File: src/sv/gdl90_frame_receiver_macros.svh
// ----------------------------------------------------------------------------
// GDL90 frame receiver assertion macros
// Shared assertion forms for the deframer.
// ----------------------------------------------------------------------------
`ifndef GDL90_FRAME_RECEIVER_MACROS_SVH
`define GDL90_FRAME_RECEIVER_MACROS_SVH

// same-cycle implication, checked out of reset
`define GDL90FR_ASSERT_IMPLY(lbl, ante, cons) \
  lbl: assert property (@(posedge clk) disable iff (!rst_n) (ante) |-> (cons)) \
    else $error("gdl90fr assertion failed");

// next-cycle implication, checked out of reset
`define GDL90FR_ASSERT_NEXT(lbl, ante, cons) \
  lbl: assert property (@(posedge clk) disable iff (!rst_n) (ante) |=> (cons)) \
    else $error("gdl90fr assertion failed");

`endif

File: src/sv/gdl90fr_pkg.sv
// ----------------------------------------------------------------------------
// gdl90fr_pkg
// Types, codes and the CRC-16 step for the GDL90 frame receiver.
// ----------------------------------------------------------------------------
`default_nettype none

package gdl90fr_pkg;

  localparam int unsigned MAX_FRAME_BYTES_DEF = 512;
  localparam int unsigned LEN_W               = 10;
  localparam int unsigned MIN_LEN_W           = 5;
  localparam int unsigned CFG_DATA_W          = 10;

  localparam logic [7:0] FLAG_BYTE  = 8'h7E;
  localparam logic [7:0] ESC_BYTE   = 8'h7D;
  localparam logic [7:0] STUFF_MASK = 8'h20;
  localparam logic [LEN_W-1:0] ABS_MIN_LEN = 10'd3;

  typedef enum logic [0:0] {
    CFG_MIN_LEN = 1'b0,
    CFG_MAX_LEN = 1'b1
  } cfg_idx_t;

  typedef enum logic [1:0] {
    MODE_IDLE     = 2'd0,
    MODE_IN_FRAME = 2'd1,
    MODE_UNSTUFF  = 2'd2
  } mode_t;

  typedef enum logic [1:0] {
    ST_GOOD     = 2'd0,
    ST_CRC_BAD  = 2'd1,
    ST_SHORT    = 2'd2,
    ST_OVERFLOW = 2'd3
  } status_t;

  typedef enum logic {
    KIND_BYTE = 1'b0,
    KIND_END  = 1'b1
  } kind_t;

  typedef struct packed {
    logic [MIN_LEN_W-1:0] min_len;
    logic [LEN_W-1:0]     max_len;
  } cfg_t;

  typedef struct packed {
    kind_t            item_kind;
    logic [7:0]       frame_byte;
    status_t          frame_status;
    logic [LEN_W-1:0] frame_length;
  } result_t;

  // CRC-CCITT (0x1021) table entry for one top byte
  function automatic logic [15:0] crc_tbl(input logic [7:0] top);
    logic [15:0] v;
    v = {top, 8'h00};
    for (int i = 0; i < 8; i++) begin
      if (v[15]) begin
        v = {v[14:0], 1'b0} ^ 16'h1021;
      end else begin
        v = {v[14:0], 1'b0};
      end
    end
    return v;
  endfunction

  function automatic logic [15:0] crc_step(input logic [15:0] crc, input logic [7:0] b);
    return crc_tbl(crc[15:8]) ^ {crc[7:0], 8'h00} ^ {8'h00, b};
  endfunction

endpackage

`default_nettype wire

File: src/sv/gdl90fr_if.sv
// ----------------------------------------------------------------------------
// gdl90fr channel interfaces
// Valid/ready channels for received bytes and for result items.
// ----------------------------------------------------------------------------
`default_nettype none

interface gdl90fr_in_if;
  logic       valid;
  logic       ready;
  logic [7:0] rx_byte;
  logic       batch_start;

  modport source (output valid, output rx_byte, output batch_start, input ready);
  modport sink   (input valid, input rx_byte, input batch_start, output ready);
endinterface

interface gdl90fr_out_if;
  logic                           valid;
  logic                           ready;
  logic                           item_kind;
  logic [7:0]                     frame_byte;
  logic [1:0]                     frame_status;
  logic [gdl90fr_pkg::LEN_W-1:0]  frame_length;

  modport source (output valid, output item_kind, output frame_byte,
                  output frame_status, output frame_length, input ready);
  modport sink   (input valid, input item_kind, input frame_byte,
                  input frame_status, input frame_length, output ready);
endinterface

`default_nettype wire

File: src/sv/gdl90fr_parser.sv
// ----------------------------------------------------------------------------
// gdl90fr_parser
// Flag detect, unstuffing, two-byte hold, running CRC and end status.
// ----------------------------------------------------------------------------
`default_nettype none

module gdl90fr_parser #(
  parameter int unsigned MAX_FRAME_BYTES = gdl90fr_pkg::MAX_FRAME_BYTES_DEF
) (
  input  wire logic                clk,
  input  wire logic                rst_n,
  input  wire logic                fire,
  input  wire logic [7:0]          rx_byte,
  input  wire logic                batch_start,
  input  wire gdl90fr_pkg::cfg_t   cfg,
  output logic                     res_valid,
  output gdl90fr_pkg::result_t     res
);

  localparam int unsigned CapBytes = (MAX_FRAME_BYTES > 1023) ? 1023 : MAX_FRAME_BYTES;
  localparam logic [gdl90fr_pkg::LEN_W-1:0] CapLen = gdl90fr_pkg::LEN_W'(CapBytes);

  gdl90fr_pkg::mode_t               mode_r, mode_nxt, mode_cur;
  logic [7:0]                       prev_r, prev_cur;
  logic [gdl90fr_pkg::LEN_W-1:0]    cnt_r, cnt_nxt;
  logic [15:0]                      crc_r, crc_nxt;
  logic [7:0]                       held0_r, held0_nxt, held1_r, held1_nxt;
  logic [gdl90fr_pkg::LEN_W-1:0]    eff_max;
  logic [7:0]                       data_b;
  logic                             is_open, is_esc, is_flag, ovf, short_frm, crc_ok;

  assign mode_cur = batch_start ? gdl90fr_pkg::MODE_IDLE : mode_r;
  assign prev_cur = batch_start ? gdl90fr_pkg::FLAG_BYTE : prev_r;

  always_comb begin
    if (cfg.max_len < gdl90fr_pkg::ABS_MIN_LEN) begin
      eff_max = gdl90fr_pkg::ABS_MIN_LEN;
    end else if (cfg.max_len > CapLen) begin
      eff_max = CapLen;
    end else begin
      eff_max = cfg.max_len;
    end
  end

  assign is_esc    = (rx_byte == gdl90fr_pkg::ESC_BYTE);
  assign is_flag   = (rx_byte == gdl90fr_pkg::FLAG_BYTE);
  assign is_open   = is_flag && (prev_cur == gdl90fr_pkg::FLAG_BYTE);
  assign ovf       = (cnt_r >= eff_max);
  assign short_frm = (cnt_r < {{(gdl90fr_pkg::LEN_W-gdl90fr_pkg::MIN_LEN_W){1'b0}}, cfg.min_len})
                     || (cnt_r < gdl90fr_pkg::ABS_MIN_LEN);
  assign crc_ok    = ({held1_r, held0_r} == crc_r);
  assign data_b    = (mode_cur == gdl90fr_pkg::MODE_UNSTUFF) ?
                     (rx_byte ^ gdl90fr_pkg::STUFF_MASK) : rx_byte;

  // next mode
  always_comb begin
    unique case (mode_cur)
      gdl90fr_pkg::MODE_IN_FRAME: begin
        if (is_esc) begin
          mode_nxt = gdl90fr_pkg::MODE_UNSTUFF;
        end else if (is_flag || ovf) begin
          mode_nxt = gdl90fr_pkg::MODE_IDLE;
        end else begin
          mode_nxt = gdl90fr_pkg::MODE_IN_FRAME;
        end
      end
      gdl90fr_pkg::MODE_UNSTUFF: begin
        mode_nxt = ovf ? gdl90fr_pkg::MODE_IDLE : gdl90fr_pkg::MODE_IN_FRAME;
      end
      default: begin
        mode_nxt = is_open ? gdl90fr_pkg::MODE_IN_FRAME : gdl90fr_pkg::MODE_IDLE;
      end
    endcase
  end

  // datapath and result
  always_comb begin
    logic take;
    take      = 1'b0;
    cnt_nxt   = cnt_r;
    crc_nxt   = crc_r;
    held0_nxt = held0_r;
    held1_nxt = held1_r;
    res_valid = 1'b0;
    res       = '0;
    unique case (mode_cur)
      gdl90fr_pkg::MODE_IN_FRAME: begin
        if (is_flag) begin
          res_valid        = 1'b1;
          res.item_kind    = gdl90fr_pkg::KIND_END;
          res.frame_length = cnt_r;
          if (short_frm) begin
            res.frame_status = gdl90fr_pkg::ST_SHORT;
          end else if (crc_ok) begin
            res.frame_status = gdl90fr_pkg::ST_GOOD;
          end else begin
            res.frame_status = gdl90fr_pkg::ST_CRC_BAD;
          end
        end else if (!is_esc) begin
          take = 1'b1;
        end
      end
      gdl90fr_pkg::MODE_UNSTUFF: begin
        take = 1'b1;
      end
      default: begin
        if (is_open) begin
          cnt_nxt   = '0;
          crc_nxt   = '0;
          held0_nxt = '0;
          held1_nxt = '0;
        end
      end
    endcase
    if (take) begin
      if (ovf) begin
        res_valid        = 1'b1;
        res.item_kind    = gdl90fr_pkg::KIND_END;
        res.frame_status = gdl90fr_pkg::ST_OVERFLOW;
        res.frame_length = cnt_r;
      end else begin
        if (cnt_r >= gdl90fr_pkg::LEN_W'(2)) begin
          res_valid      = 1'b1;
          res.item_kind  = gdl90fr_pkg::KIND_BYTE;
          res.frame_byte = held0_r;
          crc_nxt        = gdl90fr_pkg::crc_step(crc_r, held0_r);
        end
        held0_nxt = held1_r;
        held1_nxt = data_b;
        cnt_nxt   = cnt_r + gdl90fr_pkg::LEN_W'(1);
      end
    end
  end

  always_ff @(posedge clk) begin
    if (!rst_n) begin
      mode_r  <= gdl90fr_pkg::MODE_IDLE;
      prev_r  <= gdl90fr_pkg::FLAG_BYTE;
      cnt_r   <= '0;
      crc_r   <= '0;
      held0_r <= '0;
      held1_r <= '0;
    end else if (fire) begin
      mode_r  <= mode_nxt;
      prev_r  <= rx_byte;
      cnt_r   <= cnt_nxt;
      crc_r   <= crc_nxt;
      held0_r <= held0_nxt;
      held1_r <= held1_nxt;
    end
  end

endmodule

`default_nettype wire

File: src/sv/gdl90fr_out_buf.sv
// ----------------------------------------------------------------------------
// gdl90fr_out_buf
// Result register with a skid stage; input side stalls only when both hold.
// ----------------------------------------------------------------------------
`default_nettype none

module gdl90fr_out_buf (
  input  wire logic                  clk,
  input  wire logic                  rst_n,
  input  wire logic                  push,
  input  wire gdl90fr_pkg::result_t  push_data,
  output logic                       space,
  output logic                       out_valid,
  input  wire logic                  out_ready,
  output gdl90fr_pkg::result_t       out_data
);

  logic                  main_valid_r, main_valid_nxt;
  logic                  skid_valid_r, skid_valid_nxt;
  gdl90fr_pkg::result_t  main_r, main_nxt, skid_r, skid_nxt;
  logic                  pop;

  assign pop       = main_valid_r && out_ready;
  assign space     = !skid_valid_r;
  assign out_valid = main_valid_r;
  assign out_data  = main_r;

  always_comb begin
    main_valid_nxt = main_valid_r;
    skid_valid_nxt = skid_valid_r;
    main_nxt       = main_r;
    skid_nxt       = skid_r;
    if (!main_valid_r || pop) begin
      if (skid_valid_r) begin
        main_valid_nxt = 1'b1;
        main_nxt       = skid_r;
        skid_valid_nxt = push;
        skid_nxt       = push_data;
      end else begin
        main_valid_nxt = push;
        main_nxt       = push_data;
      end
    end else if (push) begin
      skid_valid_nxt = 1'b1;
      skid_nxt       = push_data;
    end
  end

  always_ff @(posedge clk) begin
    if (!rst_n) begin
      main_valid_r <= 1'b0;
      skid_valid_r <= 1'b0;
    end else begin
      main_valid_r <= main_valid_nxt;
      skid_valid_r <= skid_valid_nxt;
    end
  end

  always_ff @(posedge clk) begin
    main_r <= main_nxt;
    skid_r <= skid_nxt;
  end

endmodule

`default_nettype wire

File: src/sv/gdl90_frame_receiver.sv
// ----------------------------------------------------------------------------
// gdl90_frame_receiver
// GDL90 deframer: flag pair open, escape unstuffing, CRC-16 check, end status.
// Each result is registered in the result register (via its skid stage when that is full) for out_ch.
// Throughput: one byte per cycle unless in_ch stalls; the parser state updates in the accept cycle.
// in_ch stalls only when the result register and its skid stage both hold.
// Reset (synchronous, rst_n low): parser idle, previous byte taken as a flag,
// min_frame_length 3, max_frame_length 512, output stages empty.
// ----------------------------------------------------------------------------
`default_nettype none

`include "gdl90_frame_receiver_macros.svh"

module gdl90_frame_receiver #(
  parameter int unsigned MAX_FRAME_BYTES = gdl90fr_pkg::MAX_FRAME_BYTES_DEF
) (
  input  wire logic                               clk,
  input  wire logic                               rst_n,
  gdl90fr_in_if.sink                              in_ch,
  gdl90fr_out_if.source                           out_ch,
  input  wire logic                               cfg_we,
  input  wire logic                               cfg_index,
  input  wire logic [gdl90fr_pkg::CFG_DATA_W-1:0] cfg_wdata
);

  gdl90fr_pkg::cfg_t     cfg_r;
  gdl90fr_pkg::result_t  res, out_data;
  logic                  res_valid, space, fire;

  always_ff @(posedge clk) begin
    if (!rst_n) begin
      cfg_r.min_len <= gdl90fr_pkg::MIN_LEN_W'(3);
      cfg_r.max_len <= gdl90fr_pkg::LEN_W'(512);
    end else if (cfg_we) begin
      unique case (gdl90fr_pkg::cfg_idx_t'(cfg_index))
        gdl90fr_pkg::CFG_MIN_LEN: cfg_r.min_len <= cfg_wdata[gdl90fr_pkg::MIN_LEN_W-1:0];
        gdl90fr_pkg::CFG_MAX_LEN: cfg_r.max_len <= cfg_wdata[gdl90fr_pkg::LEN_W-1:0];
        default: ;
      endcase
    end
  end

  assign in_ch.ready = space;
  assign fire        = in_ch.valid && space;

  gdl90fr_parser #(
    .MAX_FRAME_BYTES(MAX_FRAME_BYTES)
  ) u_parser (
    .clk         (clk),
    .rst_n       (rst_n),
    .fire        (fire),
    .rx_byte     (in_ch.rx_byte),
    .batch_start (in_ch.batch_start),
    .cfg         (cfg_r),
    .res_valid   (res_valid),
    .res         (res)
  );

  gdl90fr_out_buf u_out_buf (
    .clk       (clk),
    .rst_n     (rst_n),
    .push      (fire && res_valid),
    .push_data (res),
    .space     (space),
    .out_valid (out_ch.valid),
    .out_ready (out_ch.ready),
    .out_data  (out_data)
  );

  assign out_ch.item_kind    = out_data.item_kind;
  assign out_ch.frame_byte   = out_data.frame_byte;
  assign out_ch.frame_status = out_data.frame_status;
  assign out_ch.frame_length = out_data.frame_length;

  `GDL90FR_ASSERT_IMPLY(a_stall_has_result, !in_ch.ready, out_ch.valid)
  `GDL90FR_ASSERT_NEXT(a_full_holds, !in_ch.ready && !out_ch.ready, !in_ch.ready)
  `GDL90FR_ASSERT_IMPLY(a_checked_len, out_ch.valid && out_ch.item_kind && (out_ch.frame_status == gdl90fr_pkg::ST_GOOD || out_ch.frame_status == gdl90fr_pkg::ST_CRC_BAD), out_ch.frame_length >= gdl90fr_pkg::ABS_MIN_LEN)
  `GDL90FR_ASSERT_IMPLY(a_byte_clean, out_ch.valid && !out_ch.item_kind, out_ch.frame_status == gdl90fr_pkg::ST_GOOD && out_ch.frame_length == '0)

endmodule

`default_nettype wire
File: src/flat_wrapper.sv
// flat-port wrapper written by rule: the top's interface ports become plain ports
module gdl90_frame_receiver_flat 
#(
  parameter int unsigned MAX_FRAME_BYTES = gdl90fr_pkg::MAX_FRAME_BYTES_DEF
)
  (clk, rst_n, cfg_we, cfg_index, cfg_wdata, in_ch_valid, in_ch_rx_byte, in_ch_batch_start, in_ch_ready, out_ch_valid, out_ch_item_kind, out_ch_frame_byte, out_ch_frame_status, out_ch_frame_length, out_ch_ready);
  gdl90fr_in_if in_ch_i ();
  gdl90fr_out_if out_ch_i ();
  input  wire logic clk;
  input  wire logic rst_n;
  input  wire logic cfg_we;
  input  wire logic cfg_index;
  input  wire logic [gdl90fr_pkg::CFG_DATA_W-1:0] cfg_wdata;
  input wire logic [$bits(in_ch_i.valid)-1:0] in_ch_valid;
  input wire logic [$bits(in_ch_i.rx_byte)-1:0] in_ch_rx_byte;
  input wire logic [$bits(in_ch_i.batch_start)-1:0] in_ch_batch_start;
  output wire logic [$bits(in_ch_i.ready)-1:0] in_ch_ready;
  output wire logic [$bits(out_ch_i.valid)-1:0] out_ch_valid;
  output wire logic [$bits(out_ch_i.item_kind)-1:0] out_ch_item_kind;
  output wire logic [$bits(out_ch_i.frame_byte)-1:0] out_ch_frame_byte;
  output wire logic [$bits(out_ch_i.frame_status)-1:0] out_ch_frame_status;
  output wire logic [$bits(out_ch_i.frame_length)-1:0] out_ch_frame_length;
  input wire logic [$bits(out_ch_i.ready)-1:0] out_ch_ready;
  assign in_ch_i.valid = in_ch_valid;
  assign in_ch_i.rx_byte = in_ch_rx_byte;
  assign in_ch_i.batch_start = in_ch_batch_start;
  assign in_ch_ready = in_ch_i.ready;
  assign out_ch_valid = out_ch_i.valid;
  assign out_ch_item_kind = out_ch_i.item_kind;
  assign out_ch_frame_byte = out_ch_i.frame_byte;
  assign out_ch_frame_status = out_ch_i.frame_status;
  assign out_ch_frame_length = out_ch_i.frame_length;
  assign out_ch_i.ready = out_ch_ready;
  gdl90_frame_receiver #(.MAX_FRAME_BYTES(MAX_FRAME_BYTES)) u_core (.clk(clk), .rst_n(rst_n), .in_ch(in_ch_i), .out_ch(out_ch_i), .cfg_we(cfg_we), .cfg_index(cfg_index), .cfg_wdata(cfg_wdata));
endmodule
File: config.mk
export PLATFORM = sky130hd
export DESIGN_NAME = gdl90_frame_receiver_flat
export DESIGN_NICKNAME = d
export VERILOG_FILES = /design/src/sv/gdl90fr_pkg.sv /design/src/sv/gdl90fr_if.sv /design/src/sv/gdl90fr_parser.sv /design/src/sv/gdl90fr_out_buf.sv /design/src/sv/gdl90_frame_receiver.sv /design/src/flat_wrapper.sv
export VERILOG_INCLUDE_DIRS = /design/src /design/src/sv
export SDC_FILE = /design/constraint.sdc
export NUM_CORES = 1
export LEC_CHECK = 0
export ABC_CLOCK_PERIOD_IN_PS = 3100
export BUFFER_PORTS_ARGS = -buffer_cell sky130_fd_sc_hd__buf_2
export CAP_MARGIN = 20
export CELL_PAD_IN_SITES_DETAIL_PLACEMENT = 1
export CELL_PAD_IN_SITES_GLOBAL_PLACEMENT = 2
export CORE_MARGIN = 4
export CORE_UTILIZATION = 35
export DETAILED_ROUTE_END_ITERATION = 6
export GPL_TIMING_DRIVEN = 0
export PLACE_DENSITY = 0.73
export SETUP_SLACK_MARGIN = 0.02
export SKIP_LAST_GASP = 1
export SLEW_MARGIN = 0
export SYNTH_ARGS = -nofsm -noshare
export SYNTH_HDL_FRONTEND = slang
export SYNTH_SLANG_ARGS = --single-unit
export TNS_END_PERCENT = 20
File: constraint.sdc
create_clock -name clk -period 3.1 [get_ports clk]
set_input_delay 0.62 -clock clk [delete_from_list [all_inputs] [get_ports clk]]
set_output_delay 0.62 -clock clk [all_outputs]
set_load 0.005 [all_outputs]
# Word-level counts from Yosys, hierarchy flattened
# Cells that the tools add are included.
[op_classes] n_addsub=1 magnitude_cmp=6 n_eq_ne=7 mux=84 bitwise=12 n_reduce_logical=14
[ops] cell="$mux W16" count=29
[ops] cell="$mux W21" count=5
[ops] cell="$mux W13" count=8
[ops] cell="$mux W8" count=10
[ops] cell="$mux W10" count=6
[ops] cell="$mux W12" count=3
[ops] cell="$eq A8 B7 Y1 const B" count=3
[ops] cell="$not A3 Y3" count=8
[ops] cell="$lt A10 B2 Y1 const B" count=2
[ops] cell="$eq A16 B16 Y1" count=1
[ops] cell="$mux W1" count=16
[ops] cell="$xor A16 B16 Y16" count=1
[ops] cell="$xor A16 B8 Y16" count=1
[ops] cell="$add A10 B1 Y10 const B" count=1
[ops] cell="$ge A10 B10 Y1" count=1
[ops] cell="$ge A10 B2 Y1 const B" count=1
[ops] cell="$gt A10 B10 Y1 const B" count=1
[ops] cell="$lt A10 B5 Y1" count=1
[ops] cell="$mux W9" count=1
[ops] cell="$mux W2" count=3
[ops] cell="$mux W6" count=1
[ops] cell="$reduce_and A2 Y1" count=3
[ops] cell="$logic_and A1 B1 Y1" count=4
[ops] cell="$pmux W2 S2" count=1
[ops] cell="9 further kinds" count=13
[totals] ff_bits=111

# Logic depth before layout (Yosys ltp)
# Gate-level depths: netlist of the first run.
[depth] depth_word=46 ltp_mapped=13 ltp_nobuf=11

# By module
# A second synthesis of the first run with hierarchy kept.
[unflattened] cells_unflattened=546 area_unflattened_um2=5591.6
[modules_own_cells] module="gdl90fr_parser" instances=1 cells_each=403 area_each_um2=3273.1 seq_area_each_um2=1041.0
[modules_own_cells] module="gdl90fr_out_buf" instances=1 cells_each=76 area_each_um2=1696.6 seq_area_each_um2=1301.2
[modules_own_cells] module="gdl90_frame_receiver" instances=1 cells_each=67 area_each_um2=621.8 seq_area_each_um2=300.3

# Worst setup path before layout of the first run
# Ideal clock, no wire load.
[synth_timing] path_kind="register to register" startpoint="reg u_core.cfg_r[2] (netlist bit)" endpoint="reg u_core.u_out_buf.skid_r[0] (netlist bit) (enable)" setup_ns=0.378 arrival_time_ns=2.520 t_required_ns=2.722 slack_ns=0.202 stages_incl_launch_ff=9 n_path_buf=0 period_less_slack_ns=2.898 cell_sequence="dfxtp_1 or4_1 nor4_1 o21ai_0 ha_1 a21oi_1 o311a_1 nand4_1 a41o_1"
[synth_via] elab_chain_len=9
[synth_rtl] item="start: declaration" line_no="gdl90_frame_receiver.sv:26" source="gdl90fr_pkg::cfg_t cfg_r;"
[synth_rtl] item="$gt A10 B10 Y1" line_no="gdl90fr_parser.sv:38" source="end else if (cfg.max_len > CapLen) begin"
[synth_rtl] item="$mux W10" line_no="gdl90fr_parser.sv:38"
[synth_rtl] item="$mux W10 (*)" line_no="gdl90fr_parser.sv:36" source="if (cfg.max_len < gdl90fr_pkg::ABS_MIN_LEN) begin"
[synth_rtl] item="$ge A10 B10 Y1 (*)" line_no="gdl90fr_parser.sv:48" source="assign ovf = (cnt_r >= eff_max);"
[synth_rtl] item="$mux W1 (*)" line_no="gdl90fr_parser.sv:116" source="if (ovf) begin"
[synth_rtl] item="$mux W1 (*)" line_no="gdl90fr_parser.sv:115" source="if (take) begin"
[synth_rtl] item="$logic_and A1 B1 Y1 (*)" line_no="gdl90_frame_receiver.sv:62" source=".push (fire && res_valid),"
[synth_rtl] item="$reduce_bool A2 Y1 (no source line) (*)"
[synth_rtl] item="$reduce_and A2 Y1 (no source line) (*)"
[synth_rtl] item="end signal: assignment" line_no="gdl90fr_out_buf.sv:61" source="skid_r <= skid_nxt;"
[synth_rtl] item="end: declaration" line_no="gdl90fr_out_buf.sv:20" source="gdl90fr_pkg::result_t main_r, main_nxt, skid_r, skid_nxt;"
# Every way passes the cells marked *; elsewhere a longest branch is shown, timed or not.
# A chain may end at the register's enable or synchronous reset.

==> results of run 1 <==
## worst min-delay path, stage by stage, from the launching register on
cell and delay (ns):
dfxtp_1 0.31, nand2_1 0.05, a21boi_0 0.06
## layer usage
layer / part of all wire (%) / vias up / wire length (um)
li1: - / 1954 / -
met1: 50 / 1935 / 6634
met2: 45 / 68 / 5904
met3: 3.3 / 16 / 436
met4: 1.6 / 0 / 216
met5: 0 / - / 0
## repair_timing
action	in CTS	in global routing
pin swaps	8	5
buffers inserted	7	5
cloned	2	1
resized for setup	20	18
endpoints found under the setup margin	100	102
## state kept, by name, indices dropped and copies added (netlist names)
name and count:
u_core.cfg_r 15, u_core.u_out_buf.out_data 21, u_core.u_out_buf.out_valid 1, u_core.u_out_buf.skid_r 21, u_core.u_out_buf.skid_valid_r 1, u_core.u_parser.cnt_r 10
u_core.u_parser.crc_r 16, u_core.u_parser.held0_r 8, u_core.u_parser.held1_r 8, u_core.u_parser.mode_r 2, u_core.u_parser.prev_r 8
## cell usage in the layout, fill, tap and decap left out, types with 8 or more instances in the layout
master,instances
nand2_1,78
dfxtp_1,67
buf_2,50
edfxtp_1,42
xnor2_1,34
a22o_1,30
ha_1,18
nor2_1,17
nand3_1,17
clkbuf_1,16
o21ai_1,15
inv_1,13
a21boi_0,12
nor2b_1,11
mux2_2,11
buf_4,11
a21oi_1,10
and2_1,10
clkbuf_16,9
nand4_1,8
xor2_1,8
## per-stage QoR
step                      worst slack [ns]  power, mW  cell area [sq um]
after global routing               -0.1460      2.962               6262
after detailed placement           -0.4959      1.689               5687
after global placement             -0.4486      1.685               5687
after CTS                          -0.1050      2.880               6138
after floorplan                     0.2019      1.635               5221
final                              0.04308      2.855               6262
## logic make-up after synthesis
logic type / count (synthesis)
buffers and inverters: 38
muxes: 13
DFF: 111
and+or+nand+nor: 177
AOI/OAI and AO/OA: 104
xor gates and xnor gates: 42
adders and majority gates: 18
## worst max path at each step
stage / from / endpoint / cells after the start
after global routing: u_core.cfg_r[2]$_SDFFE_PN0P_ / u_core.u_parser.cnt_r[4]$_SDFFE_PN0P_ / 14
after floorplan: u_core.cfg_r[2]$_SDFFE_PN0P_ / u_core.u_out_buf.skid_r[0]$_DFFE_PP_ / 8
final: u_core.cfg_r[2]$_SDFFE_PN0P_ / u_core.u_out_buf.out_data[12]$_DFFE_PP_ / 11
after global placement: u_core.cfg_r[2]$_SDFFE_PN0P_ / u_core.u_parser.crc_r[13]$_SDFFE_PN0P_ / 11
after CTS: u_core.cfg_r[2]$_SDFFE_PN0P_ / u_core.u_out_buf.out_data[12]$_DFFE_PP_ / 12
after detailed placement: u_core.cfg_r[2]$_SDFFE_PN0P_ / u_core.u_parser.crc_r[6]$_SDFFE_PN0P_ / 11
## layout make-up
| cell class | instances | area (sq um) | share of cell area, % |
|---|---|---|---|
| well taps | 184 | 230.2 | 3.676 |
| clock inverters | 5 | 56.30 | 0.8991 |
| plain buffers | 22 | 115.1 | 1.838 |
| repair buffers | 61 | 365.4 | 5.834 |
| clock buffers | 11 | 232.7 | 3.716 |
| inverters | 15 | 56.30 | 0.8991 |
| multi-input cells | 356 | 2561 | 40.90 |
| flip-flops and latches | 111 | 2645 | 42.24 |
## power by group
part	internal [mW]	switching (mW)
combinational	0.0627	0.0878
sequential	1.52	0.0102
clock	0.629	0.548
total	2.21	0.646
==> reports/metrics.cfg, run 1 <==
[min_path]
hold_path_end=u_core.u_parser.mode_r[1]$_SDFFE_PN0P_
holdCritPathClass=reg -> reg
min_from=u_core.u_parser.mode_r[1]$_SDFFE_PN0P_
whs_path_depth=2

[routing]
drt_pass1_iterations=4
drc_errors=0
wl_per_cell_um=17.24
via_per_inst=5.193
drt_iter0_drc=199
antenna_left=0
route.vias.total=3973
finalWirelength_um=13190

[floorplanning]
die_w_um=130.1
initial_core_util_pct=35.79
rows=44
die-area_sq_um=16940
core_area_sq_um=14590
ios=48
dieHeight_um=130.1

[critical_path]
cp_top_family=simple AND/OR/NAND/NOR gates
cp_num_buf_inv=2
arrival_ns=3.16
crit_chain=or4_4 > nor4_4 > o21ai_1 > ha_1 > a21oi_4 > o311ai_4 > buf_4 > nor4_4 > buf_6 > and2_1 > mux2_2
startpoint_type=flop
max_stage_delay_ns=0.55
critPathMaxFanout=10
reg2reg_from=u_core.cfg_r[2]$_SDFFE_PN0P_
cpMostUsedCell=nor4_4
r2r_setup_slack_ns=0.04
path_class=reg -> reg
cp-end-kind=flop
r2r-end=u_core.u_out_buf.out_data[12]$_DFFE_PP_
crit_slowest_cell=or4_4
rr_worst_depth=11
required_ns=3.20

[timing]
finalCriticalPeriod_ns=3.057
fmax_mhz=327.1
tightest_slew_ns=0.6097
relSlewSlack_pct=59.01
rsz0062_at_grt=yes
fin_crit_sh_pct=98.61
finalSetupViolCount=0
slew_violations=0
setup_tns_ns=0
final_hold_viol_count=0
fin_skew_ns=0.007968
timing.hold.ws_ns=0.4671

[logic_synthesis]
yosys.area_share.simple_pct=17.16
synth_edf_count=42
synth_area_per_cell_sq_um=10.38
synth_mux_area_share_pct=2.756
synth_area_leaders=dfxtp_1 26%, edfxtp_1 24%, xnor2_1 5.7%
synth_xor_area_share_pct=7.045
yosysSeqAreaShare_pct=50.61
yosys_warnings=0
synth-compound-area-share_pct=15.10
synth_top_family_by_area=simple AND/OR/NAND/NOR gates
syn_inst=503
yosysTopAreaCell=dfxtp_1
async_flop_share_pct=0
synth-seq-cells=111
synth-main-ff-cell=dfxtp_1
synth_top_area_share_pct=26.46
synth_cell_types=58
syn_area_sq_um=5221
yosys.area_share.adder_pct=4.313
syn_nets=546
yosysMostFrequentCell=nand2_1
synthTopCellsByCount=78 x nand2_1, 69 x dfxtp_1, 42 x edfxtp_1

[power_and_ir_drop]
p_leak_nw=2.555
vdd_ir_drop_max_mv=0.2422
p_per_area_nw_per_um2=455.9

[place]
dp_cells=734
hpwlAfterDp_um=9551
routabilityCongestion=0.8551
port_buffers=47

[grt]
grt_pass1_vias=4032
overflow=0
grt_max_degree=26
antenna_found_initial=0
grt_first_pass_wirelength_um=21520
use_met2_pct=25.56
grt_use_total_pct=16.31
grt_busiest_layer=met2
grtUsageMet3_pct=2.538
grt.met1_usage_pct=22.84

[clock_tree]
htree_num_levels=3
clock_latency_ns=0.36
clock-root-buffer=clkbuf_16
tritoncts=yes
path_clk_slew_ns=0.07
cts_buffers=9
clock_sinks=111
clockBufferDepth=2
postCtsHoldBufs=0

[final_layout]
fin_cells=765
drive_gt1_share_pct=20.31
fillCellCount=1649
nets=619
post-route-util_pct=42.92
area_growth_syn_to_layout_pct=19.94
antennaDiodeCount=0

[job]
maxCapViolCount=0

[run_status]
status=completed

(Power assumes the default switching activity.)
==> run 2: changes to the inputs <==
--- a/config.mk
+++ b/config.mk
@@ -11,12 +11,14 @@
 export CAP_MARGIN = 20
 export CELL_PAD_IN_SITES_DETAIL_PLACEMENT = 1
 export CELL_PAD_IN_SITES_GLOBAL_PLACEMENT = 2
+export CORE_ASPECT_RATIO = 2
 export CORE_MARGIN = 4
 export CORE_UTILIZATION = 35
 export DETAILED_ROUTE_END_ITERATION = 6
 export GPL_TIMING_DRIVEN = 0
 export PLACE_DENSITY = 0.73
 export SETUP_SLACK_MARGIN = 0.02
+export SKIP_CTS_REPAIR_TIMING = 1
 export SKIP_LAST_GASP = 1
 export SLEW_MARGIN = 0
 export SYNTH_ARGS = -nofsm -noshare
==> run 2 against run 1 <==
  * The run now ends with setup timing left
  * Critical path depth is 1 higher
  * Final area is 0.30% lower
  * Sequential share of layout area is 0.11 points higher
  * Register-to-register slack worse by 0.06 ns
  * Core utilization is 0.12 points higher
  * Maximum frequency is 2.0% lower
  * Global-route usage is 0.14 points higher
  * Sequential power hardly changed
  * Largest power group unchanged
==> reports/metrics.cfg, run 2 (synthesis gave the netlist of run 1 again) <==
[power_and_ir_drop]
vdd_ir_drop_max_mv=0.2153  ; -11%
p_per_area_nw_per_um2=447.7  ; -1.8%
p_leak_nw=2.536  ; -0.74%
p_total_mw=2.795  ; -2.1%

[place]
hpwlAfterDp_um=10570  ; +11%
place_area_sq_um=5697  ; +0.18%
dpl_worst_slack_ns=-0.5995  ; -0.1036 ns
dp_cells=742  ; +1.1%
port_buffers=47  ; unchanged
routabilityCongestion=0.7495  ; -12%

[run_status]
violations=setup timing
status=complete, but fails checks

[clock_tree]
clockBufferDepth=2  ; unchanged
clock_latency_ns=0.35  ; about the same
cts_buffers=9  ; unchanged
clock-root-buffer=clkbuf_16
htree_num_levels=3  ; unchanged
path_clk_slew_ns=0.07  ; about the same
clock_sinks=111  ; unchanged
tritoncts=yes

[min_path]
holdCritPathClass=reg -> reg
min_from=u_core.u_parser.prev_r[7]$_SDFFE_PN0P_

[grt]
overflow=0  ; unchanged
grt_max_degree=26  ; unchanged
grt_first_pass_wirelength_um=21560  ; +0.16%
grtUsageMet3_pct=2.331  ; -0.21 points
grt_pass1_vias=4175  ; +3.5%
grt.met1_usage_pct=16.92  ; -5.9 points
grt_use_total_pct=16.45  ; +0.14 points
antenna_found_initial=0  ; unchanged
use_met2_pct=31.78  ; +6.2 points
grt_busiest_layer=met2

[timing]
fin_ws_ns=-0.02064  ; -0.06372 ns
fin_skew_ns=0.008364  ; +0.0003963 ns
finalCriticalPeriod_ns=3.121  ; +0.06372 ns
final_hold_viol_count=0  ; unchanged
fmax_mhz=320.4  ; -2.0%
rsz0062_at_grt=yes
finalSetupViolCount=3  ; +3
slew_violations=0  ; unchanged
tightest_slew_ns=0.6072  ; -0.002497 ns
relSlewSlack_pct=59.17  ; +0.17 points
fin_crit_sh_pct=100.7  ; +2.1 points
timing.hold.ws_ns=0.4667  ; -0.0004030 ns
setup_tns_ns=-0.03872  ; -0.03872 ns

[critical_path]
crit_start=u_core.cfg_r[2]$_SDFFE_PN0P_
critPathMaxFanout=5  ; -5
cpMostUsedCell=buf_4
startpoint_type=flop
max_stage_delay_ns=0.57  ; +0.02 ns
cp-end-kind=flop
required_ns=3.20  ; about the same
crit_chain=or4_4 > nor4_4 > buf_4 > o21ai_2 > ha_4 > a21oi_4 > o311ai_4 > buf_4 > nor4_4 > buf_4 > and2_1 > mux2_2
reg2reg_from=u_core.cfg_r[2]$_SDFFE_PN0P_
arrival_ns=3.22  ; +0.06 ns
crit_slowest_cell=or4_4
path_class=reg -> reg

[final_layout]
drive_gt1_share_pct=20.93  ; +0.62 points
fin_cells=770  ; +0.65%
fillCellCount=1669  ; +1.2%
final_common_cell=nand2_1
antennaDiodeCount=0  ; unchanged
area_growth_syn_to_layout_pct=19.58
nets=616  ; -0.48%
post-route-util_pct=43.04  ; +0.12 points
postLayoutCellArea_sq_um=6243  ; -0.30%
final_cell_mix=78 x nand2_1, 68 x dfxtp_1, 49 x buf_2, 42 x edfxtp_1, 34 x xnor2_1

[floorplanning]
core_area_sq_um=14510  ; -0.57%
die-area_sq_um=17050  ; +0.70%
rows=62  ; +41%
ios=48  ; unchanged
dieHeight_um=180.7  ; +39%
die_w_um=94.37  ; -27%
initial_core_util_pct=35.99  ; +0.20 points

[job]
maxCapViolCount=0  ; unchanged

[routing]
drt_pass1_iterations=4  ; unchanged
finalWirelength_um=13610  ; +3.2%
antenna_left=0  ; unchanged
drc_errors=0  ; unchanged
via_per_inst=5.139  ; -1.0%
route.vias.total=3957  ; -0.40%
drt_iter0_drc=89  ; -55%
wl_per_cell_um=17.68  ; +2.5%

[run 2: path summary, 6_finish.rpt]
kind | cells after the start | to | slack [ns]
worst max-delay path | 12 | u_core.u_out_buf.out_data[17]$_DFFE_PP_ | -0.02
worst min-delay path | 2 | u_core.u_parser.prev_r[7]$_SDFFE_PN0P_ | 0.47
worst min register to register | 2 | u_core.u_parser.prev_r[7]$_SDFFE_PN0P_ | 0.47
worst max register to register | 12 | u_core.u_out_buf.out_data[17]$_DFFE_PP_ | -0.02
[run 2: area by class of cell]
type / count / area, sq um / area share [%]
timing repair buffer: 59 / 336.6 / 5.391
sequential: 111 / 2644 / 42.34
tap: 192 / 240.2 / 3.848
clock inverter: 7 / 56.30 / 0.9018
inverter: 15 / 56.30 / 0.9018
buffer: 23 / 120.1 / 1.924
multi-input combinational: 354 / 2565 / 41.08
clock buffer: 9 / 225.2 / 3.607
[run 2: per-layer routing]
| metal | routed length (um) | share of wire, % | vias up |
|---|---|---|---|
| met2 | 7830 | 58 | 55 |
| met5 | 0 | 0 | - |
| met3 | 342 | 2.5 | 26 |
| li1 | - | - | 1944 |
| met1 | 4991 | 37 | 1932 |
| met4 | 449 | 3.3 | 0 |
[run 2: critical path, delay by kind of cell (launching register included)]
kind / cells / cell delay (ns)
fa+ha+maj: 1 / 0.29
buf+inv: 3 / 0.55
simple gates: 4 / 0.97
mux: 1 / 0.26
flops: 1 / 0.33
compound gates: 3 / 0.50
[run 2: power breakdown]
part	switching (mW)	total (mW)	internal (mW)	leakage [nW]
registers	0.00995	1.53	1.52	1.05
clock network	0.557	1.12	0.558	0.137
logic	0.0888	0.153	0.0646	1.35
